[config.mk]
export PLATFORM = sky130hd
export DESIGN_NAME = partition_fit_allocator
export DESIGN_NICKNAME = d
export VERILOG_FILES = /design/src/hdl/pfa_pkg.sv /design/src/hdl/partition_fit_allocator.sv /design/src/hdl/pfa_div.sv /design/src/hdl/pfa_len_mem.sv
export SDC_FILE = /design/constraint.sdc
export NUM_CORES = 2
export LEC_CHECK = 0
export BUFFER_PORTS_ARGS = -buffer_cell sky130_fd_sc_hd__buf_2
export CAP_MARGIN = 25
export CORE_MARGIN = 1.5
export CORE_UTILIZATION = 65
export CTS_BUF_LIST = sky130_fd_sc_hd__clkbuf_8 sky130_fd_sc_hd__clkbuf_16
export CTS_CLUSTER_SIZE = 8
export DETAILED_ROUTE_END_ITERATION = 8
export PLACE_DENSITY = 0.84
export SETUP_SLACK_MARGIN = 0.2
export SLEW_MARGIN = 20
export SYNTH_ARGS = -nofsm -noshare
export SYNTH_HDL_FRONTEND = slang
export SYNTH_SLANG_ARGS = --single-unit
[constraint.sdc]
create_clock -name clk -period 12.6 [get_ports clk]
set_input_delay 1.26 -clock clk [delete_from_list [all_inputs] [get_ports clk]]
set_output_delay 1.26 -clock clk [all_outputs]
set_load 0.02 [all_outputs]
[src/hdl/pfa_pkg.sv]
`default_nettype none

package pfa_pkg;

    // Table geometry and field widths.
    localparam int LEN_W     = 20;
    localparam int MAX_PARTS = 64;
    localparam int AW        = $clog2(MAX_PARTS);
    localparam int CNT_W     = $clog2(MAX_PARTS + 1);
    localparam int SUM_W     = LEN_W + CNT_W;
    localparam int TAG_W     = 7;
    localparam int CMP_W     = LEN_W + 1;
    localparam int CFG_IDX_W = 2;

    localparam logic [CNT_W-1:0] PARTS_FULL = CNT_W'(MAX_PARTS);

    // Item kinds.
    localparam logic [1:0] KIND_BUILD = 2'd0;
    localparam logic [1:0] KIND_ADD   = 2'd1;
    localparam logic [1:0] KIND_ALLOC = 2'd2;
    localparam logic [1:0] KIND_RSVD  = 2'd3;

    // Result status codes.
    localparam logic [1:0] ST_OK    = 2'd0;
    localparam logic [1:0] ST_NOFIT = 2'd1;
    localparam logic [1:0] ST_BAD   = 2'd2;
    localparam logic [1:0] ST_OVER  = 2'd3;

    // Fit policies.
    localparam logic [1:0] FIT_FIRST = 2'd0;
    localparam logic [1:0] FIT_BEST  = 2'd1;
    localparam logic [1:0] FIT_WORST = 2'd2;
    localparam logic [1:0] FIT_NEXT  = 2'd3;

    // Configuration register indexes.
    localparam logic [CFG_IDX_W-1:0] CFG_FIT_MODE    = 2'd0;
    localparam logic [CFG_IDX_W-1:0] CFG_LAYOUT_MODE = 2'd1;
    localparam logic [CFG_IDX_W-1:0] CFG_TOTAL_LEN   = 2'd2;
    localparam logic [CFG_IDX_W-1:0] CFG_FIXED_SIZE  = 2'd3;

    typedef struct packed {
        logic [1:0]       kind;
        logic [LEN_W-1:0] part_length;
        logic [LEN_W-1:0] request_size;
    } in_item_t;

    typedef struct packed {
        logic [1:0]       status;
        logic [TAG_W-1:0] part_tag;
        logic [LEN_W-1:0] part_size;
        logic [LEN_W-1:0] used_size;
    } out_item_t;

endpackage

`default_nettype wire

[src/hdl/partition_fit_allocator.sv]
`default_nettype none

// Partition fit allocator. Items arrive on in_valid/in_stall and each of kind
// build, add or allocate yields one result on out_valid/out_stall; kind three
// is dropped without a result. The block takes one item at a time. An add, a
// build in list layout, a fixed build with zero partition size and an allocate
// on an empty table go straight to the result. A fixed-layout build first runs
// the 20-step shift-subtract divider and then fills the length table, unless
// the layout would need too many partitions. An allocate scans the table,
// reading one table entry per cycle through the single read port of the length
// memory and comparing it against the request and the best candidate so far.
// First and next fit stop at the first fitting entry. The result register lets
// the next item be taken while a result still waits for the receiver; a second
// result holds the block until it can move.
module partition_fit_allocator (
    input  wire logic                          clk,
    input  wire logic                          rst_n,
    input  wire logic                          in_valid,
    output logic                               in_stall,
    input  wire pfa_pkg::in_item_t             in_item,
    output logic                               out_valid,
    input  wire logic                          out_stall,
    output pfa_pkg::out_item_t                 out_item,
    input  wire logic                          cfg_we,
    input  wire logic [pfa_pkg::CFG_IDX_W-1:0] cfg_index,
    input  wire logic [pfa_pkg::LEN_W-1:0]     cfg_data
);
    import pfa_pkg::*;

    typedef enum logic [4:0] {
        S_IDLE = 5'b00001,
        S_DIV  = 5'b00010,
        S_FILL = 5'b00100,
        S_SCAN = 5'b01000,
        S_RESP = 5'b10000
    } state_t;

    state_t state_reg, state_next;

    // Configuration registers.
    logic [1:0]       fit_mode_reg;
    logic             layout_reg;
    logic [LEN_W-1:0] total_reg;
    logic [LEN_W-1:0] fsize_reg;

    // Table bookkeeping.
    logic [CNT_W-1:0]     count_reg, count_next;
    logic [SUM_W-1:0]     listed_reg, listed_next;
    logic [AW-1:0]        last_reg, last_next;
    logic [MAX_PARTS-1:0] taken_reg, taken_next;

    // Item and result holding.
    logic [LEN_W-1:0] req_reg, req_next;
    out_item_t        res_reg, res_next;
    logic             out_valid_reg, out_valid_next;
    out_item_t        out_item_reg;
    logic             out_load;

    // Scan state.
    logic [CNT_W-1:0] iss_cnt_reg, iss_cnt_next;
    logic [AW-1:0]    iss_pos_reg, iss_pos_next;
    logic             ev_valid_reg, ev_valid_next;
    logic [AW-1:0]    ev_idx_reg, ev_idx_next;
    logic             found_reg, found_next;
    logic [AW-1:0]    pick_reg, pick_next;
    logic [LEN_W-1:0] pick_len_reg, pick_len_next;

    // Fixed layout fill state.
    logic [CNT_W-1:0] fill_cnt_reg, fill_cnt_next;
    logic [CNT_W-1:0] fill_n_reg, fill_n_next;

    // Memory and divider connections.
    logic             mem_we;
    logic [AW-1:0]    mem_waddr;
    logic [LEN_W-1:0] mem_wdata;
    logic [AW-1:0]    mem_raddr;
    logic [LEN_W-1:0] mem_rdata;
    logic             div_start;
    logic             div_done;
    logic [LEN_W-1:0] div_quot;
    logic [LEN_W-1:0] div_rem;

    // Helper terms.
    logic             accept;
    logic             early_mode;
    logic             scan_done;
    logic             issue;
    logic             cand;
    logic             take;
    logic [CMP_W-1:0] fill_total;
    logic [LEN_W-1:0] list_rest;
    logic [CNT_W-1:0] last_inc;

    pfa_len_mem u_mem (
        .clk   (clk),
        .we    (mem_we),
        .waddr (mem_waddr),
        .wdata (mem_wdata),
        .raddr (mem_raddr),
        .rdata (mem_rdata)
    );

    pfa_div u_div (
        .clk      (clk),
        .rst_n    (rst_n),
        .start    (div_start),
        .dividend (total_reg),
        .divisor  (fsize_reg),
        .done     (div_done),
        .quot     (div_quot),
        .rem      (div_rem)
    );

    assign in_stall = (state_reg != S_IDLE);
    assign accept   = in_valid && !in_stall;
    assign out_load = (state_reg == S_RESP) && (!out_valid_reg || !out_stall);

    assign early_mode = (fit_mode_reg == FIT_FIRST) || (fit_mode_reg == FIT_NEXT);
    assign scan_done  = (early_mode && found_reg) || ((iss_cnt_reg == count_reg) && !ev_valid_reg);
    assign issue      = !scan_done && (iss_cnt_reg != count_reg);

    // Shared compare unit: the entry under evaluation against request and best.
    assign cand = ev_valid_reg && !taken_reg[ev_idx_reg] && (mem_rdata >= req_reg);
    assign take = cand && (!found_reg
                  || ((fit_mode_reg == FIT_BEST) && (mem_rdata < pick_len_reg))
                  || ((fit_mode_reg == FIT_WORST) && (mem_rdata > pick_len_reg)));

    assign fill_total = CMP_W'(div_quot) + CMP_W'(div_rem != '0);
    assign list_rest  = total_reg - listed_reg[LEN_W-1:0];
    assign last_inc   = CNT_W'(last_reg) + CNT_W'(1);

    // Sequencer.
    always_comb
    begin
        state_next    = state_reg;
        count_next    = count_reg;
        listed_next   = listed_reg;
        last_next     = last_reg;
        taken_next    = taken_reg;
        req_next      = req_reg;
        res_next      = res_reg;
        iss_cnt_next  = iss_cnt_reg;
        iss_pos_next  = iss_pos_reg;
        ev_valid_next = 1'b0;
        ev_idx_next   = ev_idx_reg;
        found_next    = found_reg;
        pick_next     = pick_reg;
        pick_len_next = pick_len_reg;
        fill_cnt_next = fill_cnt_reg;
        fill_n_next   = fill_n_reg;
        mem_we        = 1'b0;
        mem_waddr     = count_reg[AW-1:0];
        mem_wdata     = in_item.part_length;
        mem_raddr     = iss_pos_reg;
        div_start     = 1'b0;

        unique case (state_reg)
            S_IDLE:
            begin
                if (accept)
                begin
                    req_next = in_item.request_size;
                    res_next = '{status: ST_OK, part_tag: '0, part_size: '0, used_size: '0};
                    unique case (in_item.kind)
                        KIND_BUILD:
                        begin
                            state_next = S_RESP;
                            if (!layout_reg)
                            begin
                                // Fixed layout starts from an empty table.
                                count_next  = '0;
                                listed_next = '0;
                                last_next   = '0;
                                taken_next  = '0;
                                if (fsize_reg == '0)
                                begin
                                    res_next.status = ST_BAD;
                                end
                                else
                                begin
                                    div_start  = 1'b1;
                                    state_next = S_DIV;
                                end
                            end
                            else if (listed_reg > SUM_W'(total_reg))
                            begin
                                res_next.status = ST_OVER;
                            end
                            else if (list_rest == '0)
                            begin
                                listed_next       = SUM_W'(total_reg);
                                res_next.part_tag = TAG_W'(count_reg);
                            end
                            else if (count_reg == PARTS_FULL)
                            begin
                                res_next.status = ST_BAD;
                            end
                            else
                            begin
                                // Append what is left of the total.
                                mem_we                        = 1'b1;
                                mem_wdata                     = list_rest;
                                taken_next[count_reg[AW-1:0]] = 1'b0;
                                count_next                    = count_reg + CNT_W'(1);
                                listed_next                   = SUM_W'(total_reg);
                                res_next.part_tag = TAG_W'(count_reg) + TAG_W'(1);
                            end
                        end
                        KIND_ADD:
                        begin
                            state_next = S_RESP;
                            if ((in_item.part_length == '0) || (count_reg == PARTS_FULL))
                            begin
                                res_next.status = ST_BAD;
                            end
                            else
                            begin
                                mem_we                        = 1'b1;
                                taken_next[count_reg[AW-1:0]] = 1'b0;
                                count_next  = count_reg + CNT_W'(1);
                                listed_next = listed_reg + SUM_W'(in_item.part_length);
                                res_next.part_tag  = TAG_W'(count_reg) + TAG_W'(1);
                                res_next.part_size = in_item.part_length;
                            end
                        end
                        KIND_ALLOC:
                        begin
                            if (count_reg == '0)
                            begin
                                res_next.status = ST_NOFIT;
                                state_next      = S_RESP;
                            end
                            else
                            begin
                                iss_cnt_next = '0;
                                found_next   = 1'b0;
                                if ((fit_mode_reg == FIT_NEXT) && (last_inc != count_reg))
                                begin
                                    iss_pos_next = last_inc[AW-1:0];
                                end
                                else
                                begin
                                    iss_pos_next = '0;
                                end
                                state_next = S_SCAN;
                            end
                        end
                        default:
                        begin
                            state_next = S_IDLE;
                        end
                    endcase
                end
            end

            S_DIV:
            begin
                if (div_done)
                begin
                    if (fill_total > CMP_W'(MAX_PARTS))
                    begin
                        res_next.status = ST_BAD;
                        state_next      = S_RESP;
                    end
                    else
                    begin
                        fill_n_next   = CNT_W'(fill_total);
                        fill_cnt_next = '0;
                        state_next    = S_FILL;
                    end
                end
            end

            S_FILL:
            begin
                // One partition written per cycle, remainder last.
                if (fill_cnt_reg == fill_n_reg)
                begin
                    count_next        = fill_n_reg;
                    res_next.part_tag = TAG_W'(fill_n_reg);
                    state_next        = S_RESP;
                end
                else
                begin
                    mem_we        = 1'b1;
                    mem_waddr     = fill_cnt_reg[AW-1:0];
                    mem_wdata     = (CMP_W'(fill_cnt_reg) < CMP_W'(div_quot)) ? fsize_reg : div_rem;
                    fill_cnt_next = fill_cnt_reg + CNT_W'(1);
                end
            end

            S_SCAN:
            begin
                if (scan_done)
                begin
                    state_next = S_RESP;
                    if (found_reg)
                    begin
                        taken_next[pick_reg] = 1'b1;
                        if (fit_mode_reg == FIT_NEXT)
                        begin
                            last_next = pick_reg;
                        end
                        res_next.part_tag  = TAG_W'({1'b0, pick_reg}) + TAG_W'(1);
                        res_next.part_size = pick_len_reg;
                        res_next.used_size = req_reg;
                    end
                    else
                    begin
                        res_next.status = ST_NOFIT;
                    end
                end
                else
                begin
                    // Issue the next read, wrapping at the table end.
                    if (issue)
                    begin
                        ev_valid_next = 1'b1;
                        ev_idx_next   = iss_pos_reg;
                        iss_cnt_next  = iss_cnt_reg + CNT_W'(1);
                        if (CNT_W'(iss_pos_reg) == (count_reg - CNT_W'(1)))
                        begin
                            iss_pos_next = '0;
                        end
                        else
                        begin
                            iss_pos_next = iss_pos_reg + AW'(1);
                        end
                    end
                    // Keep the candidate that wins under the fit policy.
                    if (take)
                    begin
                        found_next    = 1'b1;
                        pick_next     = ev_idx_reg;
                        pick_len_next = mem_rdata;
                    end
                end
            end

            S_RESP:
            begin
                if (out_load)
                begin
                    state_next = S_IDLE;
                end
            end

            default:
            begin
                state_next = S_IDLE;
            end
        endcase
    end

    assign out_valid_next = out_load || (out_valid_reg && out_stall);

    // Control state and configuration.
    always_ff @(posedge clk or negedge rst_n)
    begin
        if (!rst_n)
        begin
            state_reg     <= S_IDLE;
            fit_mode_reg  <= FIT_FIRST;
            layout_reg    <= 1'b0;
            total_reg     <= '0;
            fsize_reg     <= LEN_W'(1);
            count_reg     <= '0;
            listed_reg    <= '0;
            last_reg      <= '0;
            taken_reg     <= '0;
            out_valid_reg <= 1'b0;
            ev_valid_reg  <= 1'b0;
            found_reg     <= 1'b0;
            iss_cnt_reg   <= '0;
            fill_cnt_reg  <= '0;
            fill_n_reg    <= '0;
        end
        else
        begin
            state_reg     <= state_next;
            count_reg     <= count_next;
            listed_reg    <= listed_next;
            last_reg      <= last_next;
            taken_reg     <= taken_next;
            out_valid_reg <= out_valid_next;
            ev_valid_reg  <= ev_valid_next;
            found_reg     <= found_next;
            iss_cnt_reg   <= iss_cnt_next;
            fill_cnt_reg  <= fill_cnt_next;
            fill_n_reg    <= fill_n_next;
            if (cfg_we)
            begin
                unique case (cfg_index)
                    CFG_FIT_MODE:    fit_mode_reg <= cfg_data[1:0];
                    CFG_LAYOUT_MODE: layout_reg   <= cfg_data[0];
                    CFG_TOTAL_LEN:   total_reg    <= cfg_data;
                    CFG_FIXED_SIZE:  fsize_reg    <= cfg_data;
                    default:         fit_mode_reg <= fit_mode_reg;
                endcase
            end
        end
    end

    // Payload registers.
    always_ff @(posedge clk)
    begin
        req_reg      <= req_next;
        res_reg      <= res_next;
        iss_pos_reg  <= iss_pos_next;
        ev_idx_reg   <= ev_idx_next;
        pick_reg     <= pick_next;
        pick_len_reg <= pick_len_next;
        if (out_load)
        begin
            out_item_reg <= res_reg;
        end
    end

    assign out_valid = out_valid_reg;
    assign out_item  = out_item_reg;

endmodule

`default_nettype wire

[src/hdl/pfa_div.sv]
`default_nettype none

module pfa_div (
    input  wire logic                      clk,
    input  wire logic                      rst_n,
    input  wire logic                      start,
    input  wire logic [pfa_pkg::LEN_W-1:0] dividend,
    input  wire logic [pfa_pkg::LEN_W-1:0] divisor,
    output logic                           done,
    output logic [pfa_pkg::LEN_W-1:0]      quot,
    output logic [pfa_pkg::LEN_W-1:0]      rem
);
    import pfa_pkg::*;

    localparam int STEP_W = $clog2(LEN_W + 1);

    logic              busy_reg, busy_next;
    logic [STEP_W-1:0] step_reg, step_next;
    logic              done_reg, done_next;
    logic [LEN_W:0]    a_reg, a_next;
    logic [LEN_W-1:0]  q_reg, q_next;
    logic [LEN_W-1:0]  d_reg, d_next;
    logic [LEN_W:0]    a_shift;
    logic              ge;

    // One restoring step: shift in the next dividend bit, subtract if it fits.
    assign a_shift = {a_reg[LEN_W-1:0], q_reg[LEN_W-1]};
    assign ge      = a_shift >= {1'b0, d_reg};

    always_comb
    begin
        busy_next = busy_reg;
        step_next = step_reg;
        done_next = 1'b0;
        a_next    = a_reg;
        q_next    = q_reg;
        d_next    = d_reg;
        if (start)
        begin
            busy_next = 1'b1;
            step_next = '0;
            a_next    = '0;
            q_next    = dividend;
            d_next    = divisor;
        end
        else if (busy_reg)
        begin
            a_next    = ge ? (a_shift - {1'b0, d_reg}) : a_shift;
            q_next    = {q_reg[LEN_W-2:0], ge};
            step_next = step_reg + STEP_W'(1);
            if (step_reg == STEP_W'(LEN_W - 1))
            begin
                busy_next = 1'b0;
                done_next = 1'b1;
            end
        end
    end

    // Control state.
    always_ff @(posedge clk or negedge rst_n)
    begin
        if (!rst_n)
        begin
            busy_reg <= 1'b0;
            step_reg <= '0;
            done_reg <= 1'b0;
        end
        else
        begin
            busy_reg <= busy_next;
            step_reg <= step_next;
            done_reg <= done_next;
        end
    end

    // Datapath registers.
    always_ff @(posedge clk)
    begin
        a_reg <= a_next;
        q_reg <= q_next;
        d_reg <= d_next;
    end

    assign done = done_reg;
    assign quot = q_reg;
    assign rem  = a_reg[LEN_W-1:0];

endmodule

`default_nettype wire

[src/hdl/pfa_len_mem.sv]
`default_nettype none

module pfa_len_mem (
    input  wire logic                      clk,
    input  wire logic                      we,
    input  wire logic [pfa_pkg::AW-1:0]    waddr,
    input  wire logic [pfa_pkg::LEN_W-1:0] wdata,
    input  wire logic [pfa_pkg::AW-1:0]    raddr,
    output logic [pfa_pkg::LEN_W-1:0]      rdata
);
    import pfa_pkg::*;

    logic [LEN_W-1:0] mem [MAX_PARTS];
    logic [LEN_W-1:0] rdata_reg;

    // Partition lengths: one write and one registered read per cycle.
    always_ff @(posedge clk)
    begin
        if (we)
        begin
            mem[waddr] <= wdata;
        end
        rdata_reg <= mem[raddr];
    end

    assign rdata = rdata_reg;

endmodule

`default_nettype wire

## Word-level counts from Yosys, hierarchy flattened

Memories as Yosys holds them, arrays and structs flattened. A register that Yosys moved wholly into a read port is not among the register bits.
Cells that the tools add are included.

| storage, ports and cells | value |
|---|---|
| bits in registers | 399 |
| RAM bits | 1280 |
| input port bits | 69 |
| word-level logic and storage cells | 311 |
| memories | 1 |

Memory list:

| name | depth | bits a word | read ports | clocked after Yosys merged registers in | write ports | line | RTL |
|---|---|---|---|---|---|---|---|
| u_mem.mem | 64 | 20 | 1 | 1 | 1 | pfa_len_mem.sv:13 | `logic [LEN_W-1:0] mem [MAX_PARTS];` |

| operators by class | value |
|---|---|
| add/subtract/negate cells | 12 |
| $lt $le $gt $ge | 12 |
| eq/ne operators | 47 |
| multiplexer cells | 138 |
| bitwise gates (word level) | 5 |
| reductions and logical operators | 62 |

Operators with widths:

| cell | count |
|---|---|
| 2-to-1 mux 64 bit | 8 |
| case mux 64 bit (2 select lines) | 2 |
| 2-to-1 mux 20 bit | 12 |
| 2-to-1 mux 27 bit | 6 |
| 2-to-1 mux 7 bit | 19 |
| 2-to-1 mux 49 bit | 2 |
| 2-to-1 mux 6 bit | 15 |
| case mux 40 bit (2 select lines) | 1 |
| case mux 7 bit (2 select lines) | 5 |
| AND 64 bit | 1 |
| inverter 64 bit | 1 |
| OR 64 bit | 1 |
| zero test 20 bit | 3 |
| 2-to-1 mux 5 bit | 11 |
| case mux 27 bit (2 select lines) | 1 |
| 2-to-1 mux 47 bit | 1 |
| case mux 20 bit (2 select lines) | 1 |
| subtractor 20 bit | 2 |
| 2-to-1 mux 1 bit | 32 |
| inequality test 2 bit (second input constant) | 16 |
| adder 27 x 20 -> 27 bit | 1 |
| > comparator 27 x 20 -> 1 bit | 1 |
| case mux 5 bit (5 select lines) | 1 |
| case mux 6 bit (2 select lines) | 2 |
| 54 further kinds | 131 |

## Logic depth before layout (Yosys ltp)

| depth | value |
|---|---|
| depth in word-level cells | 13 |
| gate-level depth with buffers | 17 |
| depth with buffers taken out | 15 |

## Cells and area by module

Synthesis repeated with hierarchy kept, for this count alone.

| unflattened totals | value |
|---|---|
| cell total of the unflattened synthesis | 4537 |
| area total of the unflattened synthesis | 73156.4 µm² |

By module, submodules not included:

| module | times used | cells each | area each (µm²) | seq. area each (µm²) |
|---|---|---|---|---|
| pfa_len_mem | 1 | 2223 | 49552.5 | 38837.2 |
| partition_fit_allocator | 1 | 1958 | 19819.0 | 9091.2 |
| pfa_div | 1 | 356 | 3784.9 | 1776.7 |

## Worst setup path after synthesis

OpenSTA, ideal clock, no wires.

| path | value |
|---|---|
| kind | input -> register |
| start | input in_valid |
| end | register taken_reg[56] |
| setup time | 78 ps |
| arrival | 4736 ps |
| slack | 7786 ps |
| cell stages on the path | 6 |
| buffers on the path | 0 |
| path through | nand2_1 > a21boi_1 > nand2b_1 > nor4_1 > a21oi_1 > a21oi_1 |

| between the ends | value |
|---|---|
| cells in the longest elaborated chain, start to end | 3 |

RTL lines:

| element | line | RTL |
|---|---|---|
| from (decl) | partition_fit_allocator.sv:18 | `input wire logic in_valid,` |
| logical AND 1 bit | partition_fit_allocator.sv:115 | `assign accept = in_valid && !in_stall;` |
| inequality test 2 bit (no line) | - |  |
| AND reduction 9 bit (no line) | - |  |
| to (signal assigned) | partition_fit_allocator.sv:384 | `taken_reg <= taken_next;` |
| to (decl) | partition_fit_allocator.sv:50 | `logic [MAX_PARTS-1:0] taken_reg, taken_next;` |

No other way between the ends.
A chain may end at the register's enable or synchronous reset.

## Final worst setup path

| path | value |
|---|---|
| start | register total_reg[0] |
| end | memory u_mem.mem[7][12], data pin |

| between the ends | value |
|---|---|
| cells in the longest elaborated chain, start to end | 8 |
| elaborated cells on any way between the ends | 10 |
| those cells by class | add/sub: 1; order compare: 1; mux: 7; reduce/logical: 1 |

RTL lines:

| element | line | RTL |
|---|---|---|
| from (decl) | partition_fit_allocator.sv:43 | `logic [LEN_W-1:0] total_reg;` |
| from (signal assigned) | partition_fit_allocator.sv:396 | `CFG_TOTAL_LEN: total_reg <= cfg_data;` |
| subtractor 20 bit | partition_fit_allocator.sv:129 | `assign list_rest = total_reg - listed_reg[LEN_W-1:0];` |
| zero test 20 bit or 2-to-1 mux 20 bit (tied branches) | partition_fit_allocator.sv:189, partition_fit_allocator.sv:194 |  |
| 2-to-1 mux 20 bit | partition_fit_allocator.sv:189 | `else if (list_rest == '0)` |
| 2-to-1 mux 20 bit * | partition_fit_allocator.sv:185 | `else if (listed_reg > SUM_W'(total_reg))` |
| 2-to-1 mux 20 bit * | partition_fit_allocator.sv:168 | `if (!layout_reg)` |
| 2-to-1 mux 20 bit * | partition_fit_allocator.sv:164 | `unique case (in_item.kind)` |
| 2-to-1 mux 20 bit * | partition_fit_allocator.sv:160 | `if (accept)` |
| case mux 20 bit (2 select lines) * | partition_fit_allocator.sv:157 | `unique case (state_reg)` |
| named net mem_wdata[12] | partition_fit_allocator.sv:75 | `logic [LEN_W-1:0] mem_wdata;` |
| to (decl) | pfa_len_mem.sv:13 |  |

The timed path passes the listed nets; every way through them passes the cells marked *.

==> key figures <==
STA
  – Fin Setup TNS: 0 ps
  – RSZ-0062 raised after global routing: false
  – Skew final: 84.5 ps
  – Tmin final: 5520 ps
  – Worst-Margin Slew: 1180 ps
  – Final worst path period share: 43.8%
  – Hold Vio Cnt, Final: 0
  – Rel. slew slack: 21.4%
  – Min Hold Slack: ~410 ps
  – Slew Viols, Final: 0
  – Final setup vio count: 0
  – Fmax: 181 MHz

Clock tree
  – CTS tree: done
  – CTS root buf: clkbuf_16
  – Post-cts hold buffer count: 0
  – CTS H-tree depth: 4
  – CTS Buffer Depth: 3
  – Num CTS Buffers: 230
  – Post-CTS Setup Bufs: 0
  – CTS Sinks: around 1.7k
  – Later-pin clock latency in the skew report: 870 ps
  – Reg clk slew, reported paths: 50 ps
  – Gates resized, CTS repair: 0

Route
  – Final ANT Viol Nets: 0
  – DR WL/cell: 38.2 um
  – Via Count: between 40k and 50k
  – Initial drt markers: 7528
  – Pre-antenna DRT Iters: 8
  – Final WL: 233000 um
  – DRC: 0
  – Drt via density: 7.46

Placement
  – Hpwl dp: 126000 um
  – Port-buffer cells: 119
  – Placer Congestion: 0.985

Critical path
  – CP max FO: 64
  – Most Frequent Cell on Critical Path: buf_4
  – CP Depth: 15
  – Worst endpoint required time: 13100 ps
  – RR Endpoint: u_mem.mem[7][12]$_DFFE_PP_
  – Reg2reg start: total_reg[0]$_DFFE_PN0P_
  – CP Class: flop to flop
  – Worst setup path startpoint: total_reg[0]$_DFFE_PN0P_
  – Worst EP arrival: 6020 ps
  – CP max stage cell: buf_4
  – Buf+Inv Stages, Crit Path: 3
  – Crit-path cells: inv_1, ha_1, fa_1, nand2b_1, a21oi_1, o21ai_1, a311oi_2, xor2_1, nor4_1, and4_1, nor4b_4, buf_4, o22ai_1, a21o_2, buf_4
  – CP Capture Type: flop
  – Startpoint Class: flop
  – Top delay family on crit path: compound AO/OA/AOI/OAI gates
  – CP Capture Point: u_mem.mem[7][12]$_DFFE_PP_
  – Max incr delay on CP: around 600 ps
  – R2R Setup Slk: 7080 ps
  – Worst Reg-to-Reg Cells: 15

Cells and area
  – Synth-to-layout area growth: 14.5%
  – Share of layout cells above drive strength 1: 24.2%
  – Multi-input logic area: 22400 um^2
  – Most frequent cells in the layout: edfxtp_1, mux4_2, inv_1
  – Fillers: between 5k and 6k
  – Most common cell after layout, fill and taps aside: edfxtp_1
  – Largest register FFs: 1280
  – Nets@finish: between 4k and 5k
  – Final core occ: around three quarters
  – Register area: 49700 um^2

Floorplanning
  – Die W: 337 um
  – Initial core utilization: 65.5%
  – Boundary Pins: 120
  – Die area: 114000 um^2
  – Core Area: roughly 110000 um^2
  – Die H: 337 um
  – Rows: 122

Pwr
  – Clock Power Share: 34.7%
  – Net Sw Power: 5.43 mW
  – Sw Share: 32.5%
  – Max VDD drop: 209 uV
  – P per Cell Area: 201 nW/um^2
  – Seq pwr share: 41.9%
  – Leakage: 29.0 nW
  – Cell internal pwr: 11.3 mW
  – Combinational cell fraction of total power: 23.4%

Synth
  – Number of synthesized flops with an enable pin: 1476
  – Synthesized instance count: 4242
  – Synthesized flop and latch total: 1699
  – Synth unique cells: 86
  – Mapped Area: 72500 um^2
  – Ys flop type: edfxtp_1
  – Sequential-to-total area share from yosys stat: around 70%
  – Yosys warns: 0
  – Avg Cell Area, Syn: 17.1 um^2
  – Ys async rst share: 10.8%
  – Mapped Nets: 4453

Min path
  – Hold crit path type: flop to flop

Global route
  – GRT Residual Overflow: 0
  – Vias in the first global route: 44.5k
  – All-Layer GR Usage: 41.0%
  – First-pass GRT wire length: around 320000 um
  – Largest net degree at the start of global routing: around 150
  – Antenna violations before repair: 16

Job
  – Max capacitance violation total: 0

Run status
  – Status: completed
[metal layers]
metal  up-vias  GRT usage [%]  routed length [um]
li1      17400              -                   -
met1     22900           50.4               74100
met2      4338           65.1              111000
met3       952           9.80               27100
met4        24           28.3               20600
met5         -              0                 161
[Yosys cell counts, types with 41 or more instances]
master / count / area, um^2
nand3_1: 86 / 430
a211oi_1: 76 / 571
edfxtp_1: 1476 / 44300
mux4_2: 441 / 9930
dfrtp_1: 181 / 4530
clkbuf_1: 163 / 612
mux2_2: 41 / 462
xor2_1: 47 / 412
mux2i_1: 48 / 480
xnor2_1: 56 / 490
nor2_1: 139 / 522
a21oi_1: 237 / 1190
o21ai_0: 213 / 1070
nand2_1: 172 / 646
ha_1: 139 / 1740
inv_1: 144 / 541
[through the flow]
stage,setup WS [ps],total power [mW],cells,area (um^2)
floorplan,7790,9.39,4242,72500
global placement,7300,10.5,5722,75800
detailed placement,6950,10.7,5733,76000
CTS,6870,16.5,6083,82500
global route,6980,17.1,6109,83000
finish,7080,16.7,6111,83000
[cell families after synthesis]
group | after synthesis | share of synthesized area [%]
DFF | 1699 | 68.6
AOI/OAI and AO/OA | 740 | 6.19
and+or+nand+nor | 647 | 4.39
muxes | 534 | 15.1
buffers and inverters | 377 | 2.04
adders and majority gates | 142 | 2.48
xor gates and xnor gates | 103 | 1.24
[power by group through the flow]
stage / Combinational [mW] / Sequential (mW) / Clock [mW]
floorplan: 2.45 / 6.94 / 0
global placement: 3.48 / 7.05 / 0
detailed placement: 3.61 / 7.07 / 0
CTS: 3.73 / 6.97 / 5.78
global route: 4.08 / 7.01 / 6.00
finish: 3.90 / 6.99 / 5.80
[area by class of cell]
| cell class | count | area share (%) |
|---|---|---|
| antenna | 3 | 0.00905 |
| clock buffer | 231 | 6.97 |
| tap | 1488 | 2.24 |
| multi-input combinational | 2166 | 27.0 |
| sequential | 1699 | 59.9 |
| inverter | 145 | 0.656 |
| timing repair buffer | 260 | 2.40 |
| clock inverter | 119 | 0.861 |
[worst reg2reg max path, stage by stage, from the launching register on]
cell	delay, ps
dfrtp_1	430
inv_1	100
ha_1	250
fa_1	410
nand2b_1	210
a21oi_1	360
o21ai_1	210
a311oi_2	290
xor2_1	150
nor4_1	500
and4_1	580
nor4b_4	90
buf_4	270
o22ai_1	420
a21o_2	170
buf_4	600
[worst min path at each step]
| stage | slack (ps) | cells after the start | to | start |
|---|---|---|---|---|
| 2_1_floorplan | 400 | 0 | out_item[0]$_DFFE_PP_ | res_reg[0]$_SDFFCE_PN0P_ |
| 3_3_place_gp | 400 | 0 | out_item[4]$_DFFE_PP_ | res_reg[4]$_SDFFCE_PN0P_ |
| 3_5_place_dp | 400 | 0 | out_item[45]$_DFFE_PP_ | res_reg[45]$_DFFE_PP_ |
| 4_1_cts | 410 | 0 | out_item[21]$_DFFE_PP_ | res_reg[21]$_DFFE_PP_ |
| 5_1_grt | 420 | 0 | out_item[21]$_DFFE_PP_ | res_reg[21]$_DFFE_PP_ |
| 6_report | 410 | 0 | out_item[36]$_DFFE_PP_ | res_reg[36]$_DFFE_PP_ |
Power figures use the tool's default switching activity.
